[config.mk]
export PLATFORM = sky130hd
export DESIGN_NAME = nilj_back_flat
export DESIGN_NICKNAME = d
export VERILOG_FILES = /design/src/design/nilj_pkg.sv /design/src/design/nilj_rsp_if.sv /design/src/design/nilj_back.sv /design/src/flat_wrapper.sv
export SDC_FILE = /design/constraint.sdc
export NUM_CORES = 1
export LEC_CHECK = 0
export BUFFER_PORTS_ARGS = -buffer_cell sky130_fd_sc_hd__buf_4
export CAP_MARGIN = 20
export CORE_ASPECT_RATIO = 1.4
export CORE_MARGIN = 2
export CORE_UTILIZATION = 45
export DETAILED_ROUTE_END_ITERATION = 16
export PLACE_DENSITY = 0.79
export SLEW_MARGIN = 20
export SYNTH_ARGS = -nofsm -noshare
export SYNTH_HDL_FRONTEND = slang
export SYNTH_SLANG_ARGS = --single-unit
[constraint.sdc]
create_clock -name clock -period 12.4 [get_ports clock]
set_clock_uncertainty 0.05 [all_clocks]
set_input_delay 0 -clock clock [delete_from_list [all_inputs] [get_ports clock]]
set_output_delay 0 -clock clock [all_outputs]
set_load 0.03 [all_outputs]
[src/design/nilj_pkg.sv]
// Shared constants and types of the nearest in-limit joint solution selector.
`default_nettype none

package nilj_pkg;

   localparam int NUM_JOINTS    = 4;
   localparam int NUM_LIMITS    = 2 * NUM_JOINTS;
   localparam int CSR_INDEX_W   = 4;
   localparam int IDX_W         = 8;
   localparam int QUEUE_DEPTH   = 4;
   localparam int QUEUE_PTR_W   = $clog2(QUEUE_DEPTH);
   localparam int QUEUE_LEVEL_W = $clog2(QUEUE_DEPTH + 3);

   typedef enum logic [CSR_INDEX_W-1:0] {
      REG_J1_LOW  = 4'd0,
      REG_J1_HIGH = 4'd1,
      REG_J2_LOW  = 4'd2,
      REG_J2_HIGH = 4'd3,
      REG_J3_LOW  = 4'd4,
      REG_J3_HIGH = 4'd5,
      REG_J4_LOW  = 4'd6,
      REG_J4_HIGH = 4'd7
   } reg_index_type;

   localparam int LIMIT_RESET [NUM_LIMITS] = '{
      -2400, 2400, -1600, 1600, -3200, -1600, -2560, 2560
   };

endpackage

`default_nettype wire

[src/design/nilj_rsp_if.sv]
// Result channel: valid, ready and the chosen joint solution.
`default_nettype none

interface nilj_rsp_if #(
   parameter int JOINT_WIDTH = 20
);
   logic                          valid;
   logic                          ready;
   logic signed [JOINT_WIDTH-1:0] pick_j1;
   logic signed [JOINT_WIDTH-1:0] pick_j2;
   logic signed [JOINT_WIDTH-1:0] pick_j3;
   logic signed [JOINT_WIDTH-1:0] pick_j4;
   logic [7:0]                    pick_index;
   logic                          was_in_range;

   modport source (
      output valid, pick_j1, pick_j2, pick_j3, pick_j4, pick_index, was_in_range,
      input  ready
   );

   modport sink (
      input  valid, pick_j1, pick_j2, pick_j3, pick_j4, pick_index, was_in_range,
      output ready
   );
endinterface

`default_nettype wire

[src/design/nilj_back.sv]
// Back end: keeps the running nearest candidates and registers the result of each run.
`default_nettype none

module nilj_back import nilj_pkg::*; #(
   parameter  int MAX_CANDIDATES = 256,
   parameter  int JOINT_WIDTH    = 20,
   localparam int DIST_W         = 2 * JOINT_WIDTH + 3,
   localparam int ENTRY_W        = 2 + DIST_W + 2 * NUM_JOINTS * JOINT_WIDTH,
   localparam int IDX_CAP        = (MAX_CANDIDATES - 1 > 255) ? 255 : MAX_CANDIDATES - 1
) (
   input  logic               clock,
   input  logic               reset,
   input  logic               q_valid,
   input  logic [ENTRY_W-1:0] q_data,
   output logic               pop,
   nilj_rsp_if.source         rsp
);

   typedef struct packed {
      logic                                    last;
      logic                                    inr;
      logic [DIST_W-1:0]                       sq_sum;
      logic [NUM_JOINTS-1:0][JOINT_WIDTH-1:0]  cand;
      logic [NUM_JOINTS-1:0][JOINT_WIDTH-1:0]  clamp;
   } entry_type;

   entry_type                              head;
   logic                                   out_free;
   logic                                   upd_all;
   logic                                   upd_in;
   logic                                   any_next;

   logic [IDX_W-1:0]                       cand_count_ff, cand_count_in;
   logic                                   any_in_ff,     any_in_in;
   logic [DIST_W-1:0]                      best_in_dist_ff,    best_in_dist_in;
   logic [NUM_JOINTS-1:0][JOINT_WIDTH-1:0] best_in_joints_ff,  best_in_joints_in;
   logic [IDX_W-1:0]                       best_in_index_ff,   best_in_index_in;
   logic [DIST_W-1:0]                      best_all_dist_ff,   best_all_dist_in;
   logic [NUM_JOINTS-1:0][JOINT_WIDTH-1:0] best_all_joints_ff, best_all_joints_in;
   logic [IDX_W-1:0]                       best_all_index_ff,  best_all_index_in;

   logic                                   rsp_valid_ff,  rsp_valid_in;
   logic [NUM_JOINTS-1:0][JOINT_WIDTH-1:0] rsp_joints_ff, rsp_joints_in;
   logic [IDX_W-1:0]                       rsp_index_ff,  rsp_index_in;
   logic                                   rsp_inr_ff,    rsp_inr_in;

   assign head     = q_data;
   assign out_free = !rsp_valid_ff || rsp.ready;
   assign pop      = q_valid && (!head.last || out_free);

   always_comb begin
      upd_all  = (cand_count_ff == '0) || (head.sq_sum < best_all_dist_ff);
      upd_in   = head.inr && (!any_in_ff || (head.sq_sum < best_in_dist_ff));
      any_next = any_in_ff || head.inr;

      best_all_dist_in   = upd_all ? head.sq_sum   : best_all_dist_ff;
      best_all_joints_in = upd_all ? head.clamp    : best_all_joints_ff;
      best_all_index_in  = upd_all ? cand_count_ff : best_all_index_ff;
      best_in_dist_in    = upd_in  ? head.sq_sum   : best_in_dist_ff;
      best_in_joints_in  = upd_in  ? head.cand     : best_in_joints_ff;
      best_in_index_in   = upd_in  ? cand_count_ff : best_in_index_ff;

      cand_count_in = cand_count_ff;
      any_in_in     = any_in_ff;
      if (pop) begin
         if (head.last) begin
            cand_count_in = '0;
            any_in_in     = 1'b0;
         end else begin
            any_in_in = any_next;
            if (cand_count_ff < IDX_W'(IDX_CAP)) begin
               cand_count_in = cand_count_ff + 1'b1;
            end
         end
      end

      rsp_joints_in = any_next ? best_in_joints_in : best_all_joints_in;
      rsp_index_in  = any_next ? best_in_index_in  : best_all_index_in;
      rsp_inr_in    = any_next;

      if (pop && head.last) begin
         rsp_valid_in = 1'b1;
      end else if (rsp.ready) begin
         rsp_valid_in = 1'b0;
      end else begin
         rsp_valid_in = rsp_valid_ff;
      end
   end

   always_ff @(posedge clock) begin
      if (reset) begin
         cand_count_ff <= '0;
         any_in_ff     <= 1'b0;
         rsp_valid_ff  <= 1'b0;
      end else begin
         cand_count_ff <= cand_count_in;
         any_in_ff     <= any_in_in;
         rsp_valid_ff  <= rsp_valid_in;
      end
   end

   always_ff @(posedge clock) begin
      if (pop) begin
         best_all_dist_ff   <= best_all_dist_in;
         best_all_joints_ff <= best_all_joints_in;
         best_all_index_ff  <= best_all_index_in;
         best_in_dist_ff    <= best_in_dist_in;
         best_in_joints_ff  <= best_in_joints_in;
         best_in_index_ff   <= best_in_index_in;
      end
      if (pop && head.last) begin
         rsp_joints_ff <= rsp_joints_in;
         rsp_index_ff  <= rsp_index_in;
         rsp_inr_ff    <= rsp_inr_in;
      end
   end

   assign rsp.valid        = rsp_valid_ff;
   assign rsp.pick_j1      = rsp_joints_ff[0];
   assign rsp.pick_j2      = rsp_joints_ff[1];
   assign rsp.pick_j3      = rsp_joints_ff[2];
   assign rsp.pick_j4      = rsp_joints_ff[3];
   assign rsp.pick_index   = rsp_index_ff;
   assign rsp.was_in_range = rsp_inr_ff;

   a_run_cleared: assert property (@(posedge clock) disable iff (reset)
      (pop && head.last) |=> (rsp_valid_ff && (cand_count_ff == '0) && !any_in_ff))
      else $error("Run state not cleared after the last candidate.");

   a_in_range_needs_candidate: assert property (@(posedge clock) disable iff (reset)
      any_in_ff |-> (cand_count_ff != '0))
      else $error("In-range winner recorded without any candidate.");

   a_last_waits_for_slot: assert property (@(posedge clock) disable iff (reset)
      (q_valid && head.last && rsp_valid_ff && !rsp.ready) |=> rsp_valid_ff)
      else $error("Result lost while a further run ended.");

endmodule

`default_nettype wire

[src/flat_wrapper.sv]
// flat-port wrapper written by rule: the top's interface ports become plain ports
module nilj_back_flat import nilj_pkg::*;
#(
   parameter  int MAX_CANDIDATES = 256,
   parameter  int JOINT_WIDTH    = 20,
   localparam int DIST_W         = 2 * JOINT_WIDTH + 3,
   localparam int ENTRY_W        = 2 + DIST_W + 2 * NUM_JOINTS * JOINT_WIDTH,
   localparam int IDX_CAP        = (MAX_CANDIDATES - 1 > 255) ? 255 : MAX_CANDIDATES - 1
)
  (clock, reset, q_valid, q_data, pop, rsp_valid, rsp_pick_j1, rsp_pick_j2, rsp_pick_j3, rsp_pick_j4, rsp_pick_index, rsp_was_in_range, rsp_ready);
  nilj_rsp_if #(.JOINT_WIDTH(JOINT_WIDTH)) rsp_i ();
  input  logic clock;
  input  logic reset;
  input  logic q_valid;
  input  logic [ENTRY_W-1:0] q_data;
  output logic pop;
  output wire logic [$bits(rsp_i.valid)-1:0] rsp_valid;
  output wire logic [$bits(rsp_i.pick_j1)-1:0] rsp_pick_j1;
  output wire logic [$bits(rsp_i.pick_j2)-1:0] rsp_pick_j2;
  output wire logic [$bits(rsp_i.pick_j3)-1:0] rsp_pick_j3;
  output wire logic [$bits(rsp_i.pick_j4)-1:0] rsp_pick_j4;
  output wire logic [$bits(rsp_i.pick_index)-1:0] rsp_pick_index;
  output wire logic [$bits(rsp_i.was_in_range)-1:0] rsp_was_in_range;
  input wire logic [$bits(rsp_i.ready)-1:0] rsp_ready;
  assign rsp_valid = rsp_i.valid;
  assign rsp_pick_j1 = rsp_i.pick_j1;
  assign rsp_pick_j2 = rsp_i.pick_j2;
  assign rsp_pick_j3 = rsp_i.pick_j3;
  assign rsp_pick_j4 = rsp_i.pick_j4;
  assign rsp_pick_index = rsp_i.pick_index;
  assign rsp_was_in_range = rsp_i.was_in_range;
  assign rsp_i.ready = rsp_ready;
  nilj_back #(.MAX_CANDIDATES(MAX_CANDIDATES), .JOINT_WIDTH(JOINT_WIDTH)) u_core (.clock(clock), .reset(reset), .q_valid(q_valid), .q_data(q_data), .pop(pop), .rsp(rsp_i));
endmodule
Word level (Yosys, flattened, before mapping)
Cells that the tools add are included.
{ "classes": {"mux": 11, "reduce_logical": 17, "magnitude_cmp": 3, "n_addsub": 1} }
{ "ops": {"columns": ["operator", "count"], "rows": [
  ["$mux 80", 3],
  ["$lt 43x43->1", 2],
  ["$mux 8", 5],
  ["$add 8x1->8 const B", 1],
  ["$logic_not 8->1", 1],
  ["$lt 8x8->1 const B", 1],
  ["$reduce_and 2->1", 3],
  ["$logic_or 1x1->1", 5],
  ["$reduce_bool 2->1", 2],
  ["$logic_and 1x1->1", 3],
  ["$logic_not 1->1", 3],
  ["$mux 1", 3]
]} }
{ "word_totals": {"output_inout_bits": 91, "inputBits": 209, "wordCells": 53, "reg_bits": 361} }

Depth between registers and ports, before layout
Gate-level depths: netlist of run 1.
{ "logic_depth": {"ltp_word": 6, "depth_mapped": 13, "depth_no_buf": 10} }

Worst setup path before layout of run 1
Ideal clock, no wire load.
{ "synth_timing": {"kind": "reg-to-reg", "start": "register u_core.rsp_valid_ff, in the netlist u_core.rsp.valid", "end": "register u_core.rsp_index_ff[0], in the netlist u_core.rsp.pick_index[0], enable pin", "required_ps": 11910, "synth_period_minus_slack_ps": 12613, "slack_ps": -213, "setup_time_ps": 440, "t_arrival_ps": 12123, "n_path_buf": 0, "stages_incl_launch_ff": 5, "path_cell_list": "dfxtp_1 -> nor2b_1 -> a21boi_1 -> nand2_1 -> inv_1"} }
{ "synth_via": {"elab_chain_len": 5} }
{ "synth_lines": {"columns": ["element", "line_no", "source"], "rows": [
  ["start: declaration", "nilj_back.sv:42", "logic rsp_valid_ff, rsp_valid_in;"],
  ["start signal: assignment", "nilj_back.sv:98", "rsp_valid_ff <= rsp_valid_in;"],
  ["$logic_not 1->1", "nilj_back.sv:48", "assign out_free = !rsp_valid_ff || rsp.ready;"],
  ["$logic_or 1x1->1", "nilj_back.sv:48", null],
  ["$logic_or 1x1->1", "nilj_back.sv:49", "assign pop = q_valid && (!head.last || out_free);"],
  ["$logic_and 1x1->1", "nilj_back.sv:49", null],
  ["net pop", "flat_wrapper.sv:16", "output logic pop;"],
  ["$logic_and 1x1->1", "nilj_back.sv:111", "if (pop && head.last) begin"],
  ["end signal: assignment", "nilj_back.sv:113", "rsp_index_ff <= rsp_index_in;"],
  ["end: declaration", "nilj_back.sv:44", "logic [IDX_W-1:0] rsp_index_ff, rsp_index_in;"]
]} }
The timed path passes the listed nets, and every way through them passes these cells.
A chain may end at the register's enable or synchronous reset.

Worst setup path in the final report of run 1
{ "layout_timing": {"start": "register u_core.best_all_dist_ff[32]", "end": "register u_core.best_all_dist_ff[0], enable pin"} }
{ "layout_via": {"elab_chain_len": 3} }
{ "layout_lines": {"columns": ["element", "line_no", "source"], "rows": [
  ["start: declaration", "nilj_back.sv:38", "logic [DIST_W-1:0] best_all_dist_ff, best_all_dist_in;"],
  ["start signal: assignment", "nilj_back.sv:104", "best_all_dist_ff <= best_all_dist_in;"],
  ["$lt 43x43->1", "nilj_back.sv:52", "upd_all = (cand_count_ff == '0) || (head.sq_sum < best_all_dist_ff);"],
  ["$logic_or 1x1->1", "nilj_back.sv:52", null],
  ["$reduce_and 2->1 (no line)", null, null]
]} }
Every way passes these cells.

==> results.yml, run 1 <==
yosys:
  syn-cell-area_um2: 17000
  synthArstFlopShare_pct: 0
  ys_seq_area_share_pct: 63.3
  synth_flop_cell: "edfxtp_1"
  synth_edf_count: 351
  netlist_instances: 1309
  synth_warnings: 0
  synth.avg_cell_area_um2: 13.0
  ys_ff_latch: 361
  synth_cell_types: 50
  syn-num-nets: 1604
setup_path:
  regToRegStartpoint: "u_core.best_all_dist_ff[32]$_DFFE_PP_"
  arrival_ns: 4.86
  cp.required_ns: 12.48
  worstRegToRegCells: 11
  timing_worst_setup_path_type: "reg -> reg"
  worstPathMaxFanout: 58
  crit_start: "u_core.best_all_dist_ff[32]$_DFFE_PP_"
  end_kind: "flop"
  startpoint_type: "flop"
floorplanning:
  ios: 300
  die_w_um: 168
  dieArea_um2: 39300
  start_util_pct: 45.3
  row_count: 84
  core_um2: 37400
  die_h_um: 234
grt:
  met3_usage_pct: 5.10
  use_met2_pct: 42.3
  busiest_layer: "met2"
  use_met1_pct: 26.5
  gr-total-overflow: 0
  grt.total_usage_pct: 23.2
  grt_max_degree: 89
  grt_pass1_wl_um: 71600
  grt_pass1_vias: 13300
  antenna_found_initial: 1
power_and_ir_drop:
  leakage_nw: 9.79
  peakVddDrop_mv: 0.122
  power_density_nw_per_um2: 134
sta:
  slew_violations: 0
  rsz0062_at_grt: "no"
  setup_tns_ns: 0
  tightest_slew_ns: 1.15
  max_freq_mhz: 209
  setup_viol: 0
  fin_ws_ns: 7.62
  whs_ns: 0.167
  finalHoldViolCount: 0
  relSlewSlack_pct: 23.3
  finalCritPeriodShare_pct: 38.5
  finalCriticalPeriod_ns: 4.78
final_layout:
  area_growth_pct: 34.7
  stdcell_count: 2307
  final_cell_mix: "351 x edfxtp_1, 309 x buf_4, 288 x nand2_1, 208 x dlygate4sd3_1, 115 x a21oi_1"
  final_nets: 2102
  drive_above_1_share_pct: 25.0
  final_common_cell: "edfxtp_1"
  final_util_pct: 61.1
clock_network:
  cts-root-buf: "clkbuf_16"
  clock-sinks: 361
  path_clk_slew_ns: 0.06
  h-tree-depth: 2
  tritoncts: "yes"
  clk_path_buf_depth: 3
  cts_buffers: 38
  clk_latency_ns: 0.52
hold_path:
  hp-start: "reset"
  hold_depth: 3
  hold_class: "in -> reg"
run_status:
  status: "completed"
route:
  wire_per_inst_um: 20.3
  first_pass_iters: 6
  num_vias: 12700
  detail_route.vias_per_cell: 5.49
  ant_nets: 0
  drc: 0
  drt_iter0_markers: 1373
  routed_wl_um: 46900
placed_design:
  place_congestion: 0.784
  numPlacedInstances: 2032
  dpl_worst_slack_ns: 7.63
  port_buffers: 299
  dp_hpwl_um: 27400
run:
  cap_violations: 0
==> cells by family after synthesis <==
| family | after synthesis | share of synthesized area, % |
|---|---|---|
| compound gates | 247 | 9.95 |
| fa+ha+maj | 86 | 6.34 |
| buf+inv | 150 | 4.13 |
| xor+xnor | 5 | 0.258 |
| flops | 361 | 63.3 |
| simple gates | 372 | 9.06 |
| mux | 88 | 6.93 |
==> area by class of cell <==
cell class                 instances  area, um^2
fill                            2690       14600
sequential                       361       10700
multi-input combinational        798        5550
timing repair buffer             517        4400
clock buffer                      48        1040
tap                              473         592
inverter                          91         345
clock inverter                    18         173
antenna                            1        2.50
==> state kept, by name, summed over array words and instances (netlist names) <==
signal                     count
u_core.best_all_joints_ff     80
u_core.best_in_joints_ff      80
u_core.best_all_dist_ff       43
u_core.best_in_dist_ff        43
u_core.rsp.pick_j1            20
u_core.rsp.pick_j2            20
u_core.rsp.pick_j3            20
u_core.rsp.pick_j4            20
u_core.best_all_index_ff       8
u_core.best_in_index_ff        8
u_core.cand_count_ff           8
u_core.rsp.pick_index          8
u_core.any_in_ff               1
u_core.rsp.valid               1
u_core.rsp.was_in_range        1
==> path summary, 6_finish.rpt <==
path / endpoint / slack (ns)
setup / recovery: u_core.best_all_dist_ff[0]$_DFFE_PP_ / 7.62
hold / removal: u_core.rsp.valid$_SDFFE_PP0P_ / 0.17
setup reg to reg: u_core.best_all_dist_ff[0]$_DFFE_PP_ / 7.62
hold reg to reg: u_core.best_in_index_ff[6]$_DFFE_PP_ / 0.49
==> cells in the mapped netlist (10+ instances only) <==
library cell    n  area share (%)
buf_6          16             1.1
and2_1         10            0.37
buf_2          14            0.41
ha_1           86             6.3
o21ai_0        11            0.32
a21oi_1       115             3.4
nor2_1         24            0.53
a2bb2oi_1      79             4.1
mux2_2         31             2.1
nand3_1        12            0.35
dfxtp_1        10             1.2
inv_1          91             2.0
nand4_1        15            0.55
nand2_1       289             6.4
edfxtp_1      351              62
mux2_4         49             4.3
clkbuf_1       29            0.64
==> metal layers <==
| layer | part of all wire, % | wire length, um |
|---|---|---|
| met1 | 38 | 17600 |
| met2 | 51 | 24000 |
| met3 | 7.5 | 3530 |
| met4 | 3.6 | 1700 |
| met5 | 0 | 0 |
==> through the flow <==
step	total power [W]	instance area, um^2
2_1_floorplan	0.00174	17000
3_3_place_gp	0.00187	19500
3_5_place_dp	0.00189	19500
4_1_cts	0.00307	22800
5_1_grt	0.00318	22800
6_report	0.00307	22800
==> power breakdown <==
group / internal [W] / switching [W] / total (W)
clock network: 0.000657 / 0.000473 / 0.00113
logic: 0.000215 / 0.000254 / 0.000469
registers: 0.00144 / 0.0000255 / 0.00147
==> critical path, stage by stage, from the launching register on <==
cell and delay, ns:
edfxtp_1 0.36, inv_1 0.06, ha_1 0.24, a21o_1 0.17
nand3_1 0.08, a21oi_1 0.06, a2111oi_0 0.35, o211ai_1 0.27
o21ai_4 0.19, buf_4 0.52, buf_4 0.91, and2_2 0.99
==> repair_timing <==
| item | CTS | global route |
|---|---|---|
| resized for setup | 0 | 0 |
| endpoints found under the setup margin | 0 | 0 |
| endpoints found under the hold margin | 336 | 0 |
| hold buffers | 208 | 0 |
| setup buffers | 0 | 0 |
Power figures use the tool's default switching activity.
==> inputs of run 2 (changes only) <==
- clock period: 12.4 -> 4.2 ns (I/O delays scaled with it)
==> run 2 against run 1 <==
  * Worst setup slack got worse by 7.3 ns
  * Die area unchanged
  * Largest cell class unchanged
  * Critical endpoint is now u_core.best_in_joints_ff[77]$_DFFE_PP_
  * Total power increased to 2.9 times the previous value
  * Final area about the same
  * Via count increased by 1.3%
  * Combinational power increased to 3.0 times the previous value
==> results.yml, run 2 (synthesis results as in run 1) <==
run_status:
  status: "completed"
route:
  first_pass_iters: 6
  routed_wl_um: 46000
  drt_iter0_markers: 1414
  num_vias: 12800
  drc: 0
  wire_per_inst_um: 19.9
  detail_route.vias_per_cell: 5.55
  ant_nets: 0
clock_network:
  cts_buffers: 37
  path_clk_slew_ns: 0.06
  tritoncts: "yes"
  h-tree-depth: 2
  clk_path_buf_depth: 3
  cts-root-buf: "clkbuf_16"
  clk_latency_ns: 0.52
  clock-sinks: 361
  cts_setup_buffers: 0
sta:
  whs_ns: 0.126
  slew_violations: 0
  finalCritPeriodShare_pct: 92.0
  max_freq_mhz: 259
  tightest_slew_ns: 1.07
  finalCriticalPeriod_ns: 3.87
  relSlewSlack_pct: 28.6
  finalHoldViolCount: 0
  setup_tns_ns: 0
  rsz0062_at_grt: "no"
  setup_viol: 0
setup_path:
  crit_start: "u_core.best_in_dist_ff[18]$_DFFE_PP_"
  timing_worst_setup_path_type: "reg -> reg"
  regToRegStartpoint: "u_core.best_in_dist_ff[18]$_DFFE_PP_"
  reg2reg_slack_ns: 0.33
  cp.required_ns: 4.54
  arrival_ns: 4.21
  worstPathMaxFanout: 119
  worstRegToRegCells: 12
  startpoint_type: "flop"
  end_kind: "flop"
  timing.rr.end: "u_core.best_in_joints_ff[77]$_DFFE_PP_"
final_layout:
  regArea_um2: 10700
  multiInputGateArea_um2: 5560
  final_common_cell: "edfxtp_1"
  reg.largest.list: "u_core.best_all_joints_ff x80, u_core.best_in_joints_ff x80"
  final_cell_area_um2: 22900
  nFillCells: 2622
  drive_above_1_share_pct: 25.1
  area_growth_pct: 34.8
  final_cell_mix: "351 x edfxtp_1, 307 x buf_4, 288 x nand2_1, 208 x dlygate4sd3_1, 115 x a21oi_1"
  final_nets: 2105
power_and_ir_drop:
  power_density_nw_per_um2: 385
  power.total_w: 0.00881
  peakVddDrop_mv: 0.369
  leakage_nw: 9.79
placed_design:
  dp_hpwl_um: 26700
  port_buffers: 299
  place_area_um2: 19600
  place_congestion: 0.855
floorplanning:
  die_w_um: 168
  start_util_pct: 45.3
  ios: 300
  core_um2: 37400
  dieArea_um2: 39300
  row_count: 84
  die_h_um: 234
grt:
  antenna_found_initial: 2
  grt_pass1_wl_um: 70200
  grt.total_usage_pct: 22.7
  gr-total-overflow: 0
  grt_pass1_vias: 13200
  grt_max_degree: 156
hold_path:
  whs_endpoint: "u_core.best_in_index_ff[2]$_DFFE_PP_"
  hold_class: "in -> reg"
  hold_depth: 3
  hp-start: "q_valid"
run:
  cap_violations: 0
==> run 2: cell count changes in the layout (fill, tap and decap cells not counted), sizes merged <==
| cell | before | now |
|---|---|---|
| clkbuf | 48 | 43 |
| buf | 309 | 313 |
| clkinv | 12 | 17 |
| inv | 92 | 93 |
| clkinvlp | 2 | 3 |
| bufinv | 3 | 1 |
==> run 2: stage by stage <==
step | util, % | setup slack [ns] | instances
after global placement | 52.5 | 0.752 | 2035
after floorplan | - | -1.62 | 1309
after global routing | 61.1 | 0.0362 | 2311
after CTS | 61.0 | 0.316 | 2309
after detailed placement | 52.5 | 0.619 | 2035
final | 61.1 | 0.335 | 2311
==> run 2: critical path, cell delays in order, from the launching register on <==
cell and delay, ns:
edfxtp_1 0.36, inv_1 0.06, ha_1 0.25, a21oi_1 0.17
o21ai_0 0.12, a221o_1 0.33, o31a_1 0.27, o31ai_2 0.34
and2_4 0.56, buf_12 0.45, nand2_1 0.10, nand2_1 0.07
dlygate4sd3_1 0.53
==> run 2: final cells by class <==
type / instances / share of cell area [%]
repair buffers: 521 / 19.7
multi-input cells: 798 / 24.3
clock buffers: 43 / 4.15
well taps: 473 / 2.59
inverters: 91 / 1.52
flip-flops and latches: 361 / 47.0
clock inverters: 23 / 0.679
diodes: 1 / 0.0109
==> run 2: what timing repair did <==
action                                 in CTS  in global routing
gates resized for setup                     0                  0
hold buffers                              208                  0
endpoints found under the hold margin     341                  0
==> run 2: routing by layer <==
| metal | share of wire, % | up-vias | GRT usage (%) |
|---|---|---|---|
| met1 | 38 | 6206 | 26.5 |
| met3 | 7.7 | 121 | 4.71 |
| li1 | - | 5814 | - |
| met4 | 4.3 | 2 | 9.81 |
| met5 | 0.028 | - | 0 |
| met2 | 50 | 691 | 40.7 |
==> run 2: how the worst max path moves through the flow <==
| stage | endpoint | cells after the start |
|---|---|---|
| global route | u_core.best_in_joints_ff[77]$_DFFE_PP_ | 12 |
| global placement | u_core.rsp.pick_j4[12]$_DFFE_PP_ | 11 |
| floorplan | u_core.rsp.pick_index[0]$_DFFE_PP_ | 4 |
| finish | u_core.best_in_joints_ff[77]$_DFFE_PP_ | 12 |
| detailed placement | u_core.rsp.pick_j3[18]$_DFFE_PP_ | 11 |
| CTS | u_core.best_in_joints_ff[77]$_DFFE_PP_ | 12 |
==> run 2: where the power goes <==
group / internal (W) / total (W) / switching, W
Sequential: 0.00426 / 0.00434 / 0.0000784
Clock: 0.00169 / 0.00308 / 0.00139
Combinational: 0.000645 / 0.00139 / 0.000746
==> inputs of run 3 (changes only) <==
- ABC_CLOCK_PERIOD_IN_PS: unset -> 4200
- MAX_ROUTING_LAYER: unset -> met4
==> run 3 against run 2 <==
  * Clock power grew 3%
  * Critical path depth is 1 lower
  * Combinational power is essentially flat
  * Cell count grew 0.22%
  * Non-clock buffer count up 1
  * Critical path type unchanged
  * Sequential power about the same
  * Sequential share of layout area down 0.056 points
  * Largest power group unchanged
  * Register-to-register slack better by 0.22 ns
  * Sequential cell count unchanged
  * Die area did not move
  * First-iteration DRC count shrank 7.9%
  * Routed wire length is 0.61% lower
  * Critical endpoint is now u_core.rsp.pick_j2[13]$_DFFE_PP_
==> results.yml, run 3 (synthesis results as in run 1) <==
power_and_ir_drop:
  power_density_nw_per_um2: 388
  peakVddDrop_mv: 0.350
  power.total_w: 0.00889
  leakage_nw: 9.80
floorplanning:
  die_w_um: 168
  dieArea_um2: 39300
  core_um2: 37400
  start_util_pct: 45.3
  row_count: 84
  die_h_um: 234
  ios: 300
setup_path:
  arrival_ns: 3.96
  end_kind: "flop"
  timing_worst_setup_path_type: "reg -> reg"
  worstRegToRegCells: 11
  cp.required_ns: 4.51
  reg2reg_slack_ns: 0.55
  worstPathMaxFanout: 119
  startpoint_type: "flop"
sta:
  finalHoldViolCount: 0
  finalCritPeriodShare_pct: 86.8
  finalCriticalPeriod_ns: 3.65
  fin_ws_ns: 0.554
  max_freq_mhz: 274
  relSlewSlack_pct: 30.1
  slew_violations: 0
  setup_tns_ns: 0
  rsz0062_at_grt: "no"
  tightest_slew_ns: 1.05
  setup_viol: 0
final_layout:
  final_cell_mix: "351 x edfxtp_1, 310 x buf_4, 288 x nand2_1, 207 x dlygate4sd3_1, 115 x a21oi_1"
  drive_above_1_share_pct: 25.1
  final_util_pct: 61.2
  area_growth_pct: 35.0
  final_common_cell: "edfxtp_1"
  final_nets: 2105
  reg.largest.list: "u_core.best_all_joints_ff x80, u_core.best_in_joints_ff x80"
route:
  drc: 0
  ant_nets: 0
  wire_per_inst_um: 19.8
  route.met3.wl_um: 3400
  top_layer_used: "met4"
  wl_met1_um: 17300
  detail_route.vias_per_cell: 5.45
  met2_length_um: 23200
  first_pass_iters: 5
  num_vias: 12600
  drt_iter0_markers: 1303
  routed_wl_um: 45700
grt:
  antenna_found_initial: 6
  grt.total_usage_pct: 23.3
  grt_pass1_wl_um: 70000
  gr-total-overflow: 0
  grt_pass1_vias: 13200
  grt_max_degree: 156
clock_network:
  h-tree-depth: 2
  cts_buffers: 36
  clk_path_buf_depth: 3
  clock-sinks: 361
  clk_latency_ns: 0.53
  path_clk_slew_ns: 0.06
  tritoncts: "yes"
  cts-root-buf: "clkbuf_16"
hold_path:
  hold_class: "in -> reg"
  hold_depth: 3
placed_design:
  dpl_worst_slack_ns: 0.621
  port_buffers: 299
  place_congestion: 0.868
  dp_hpwl_um: 27100
run:
  cap_violations: 0
run_status:
  status: "completed"
[run 3: cell types whose count changed in the layout (fill, tap and decap cells not counted), sizes merged, moves of 2 or more]
cell,delta
clkinvlp,-2
diode,+5
clkbuf,+3
buf,+2
inv,-2
bufinv,+2
clkinv,-2
[run 3: area by class of cell]
| cell class | count | area [um^2] |
|---|---|---|
| fill | 2676 | 14500 |
| sequential | 361 | 10700 |
| multi-input combinational | 798 | 5560 |
| timing repair buffer | 522 | 4500 |
| clock buffer | 46 | 948 |
| tap | 473 | 592 |
| inverter | 91 | 347 |
| clock inverter | 19 | 185 |
| antenna | 6 | 15.0 |
[run 3: worst paths after layout]
path                                          start                                      to
min reg2reg  u_core.best_in_joints_ff[10]$_DFFE_PP_  u_core.best_in_joints_ff[10]$_DFFE_PP_
max reg2reg    u_core.best_in_dist_ff[40]$_DFFE_PP_        u_core.rsp.pick_j2[13]$_DFFE_PP_
max            u_core.best_in_dist_ff[40]$_DFFE_PP_        u_core.rsp.pick_j2[13]$_DFFE_PP_
min                                         q_valid    u_core.best_in_index_ff[2]$_DFFE_PP_
[run 3: where the power goes]
part           internal [W]  leakage, nW  switching (W)
Clock               0.00180        0.557        0.00136
Sequential          0.00426         3.47      0.0000758
Combinational      0.000645         5.77       0.000744
[run 3: timing repair]
item / in CTS / in global routing
hold buffers: 207 / 0
gates resized for setup: 0 / 0
buffers inserted: 0 / 0
hold endpoints to repair: 337 / 0
[run 3: worst max-delay path, cell delays in order, from the launching register on]
cell and delay (ns):
edfxtp_1 0.37, inv_1 0.07, ha_1 0.23, nand4_1 0.20, nor3_1 0.09, a22oi_1 0.23, o211ai_1 0.24, o31ai_2 0.46
and2_4 0.58, buf_12 0.44, a21oi_1 0.18, a2bb2oi_1 0.24
[run 3: metrics by stage]
stage          instances  area (um^2)  hold WS (ns)
5_1_grt             2316        22900         0.127
6_report            2316        22900         0.130
3_5_place_dp        2038        19700         0.131
3_3_place_gp        2038        19700         0.129
2_1_floorplan       1309        17000       0.00708
4_1_cts             2310        22900        0.0999
[run 3: per-layer routing]
| layer | vias up | global-route usage (%) |
|---|---|---|
| met1 | 6079 | 26.5 |
| li1 | 5801 | - |
| met5 | - | - |
| met4 | 0 | 9.67 |
| met2 | 626 | 40.6 |
| met3 | 113 | 4.19 |
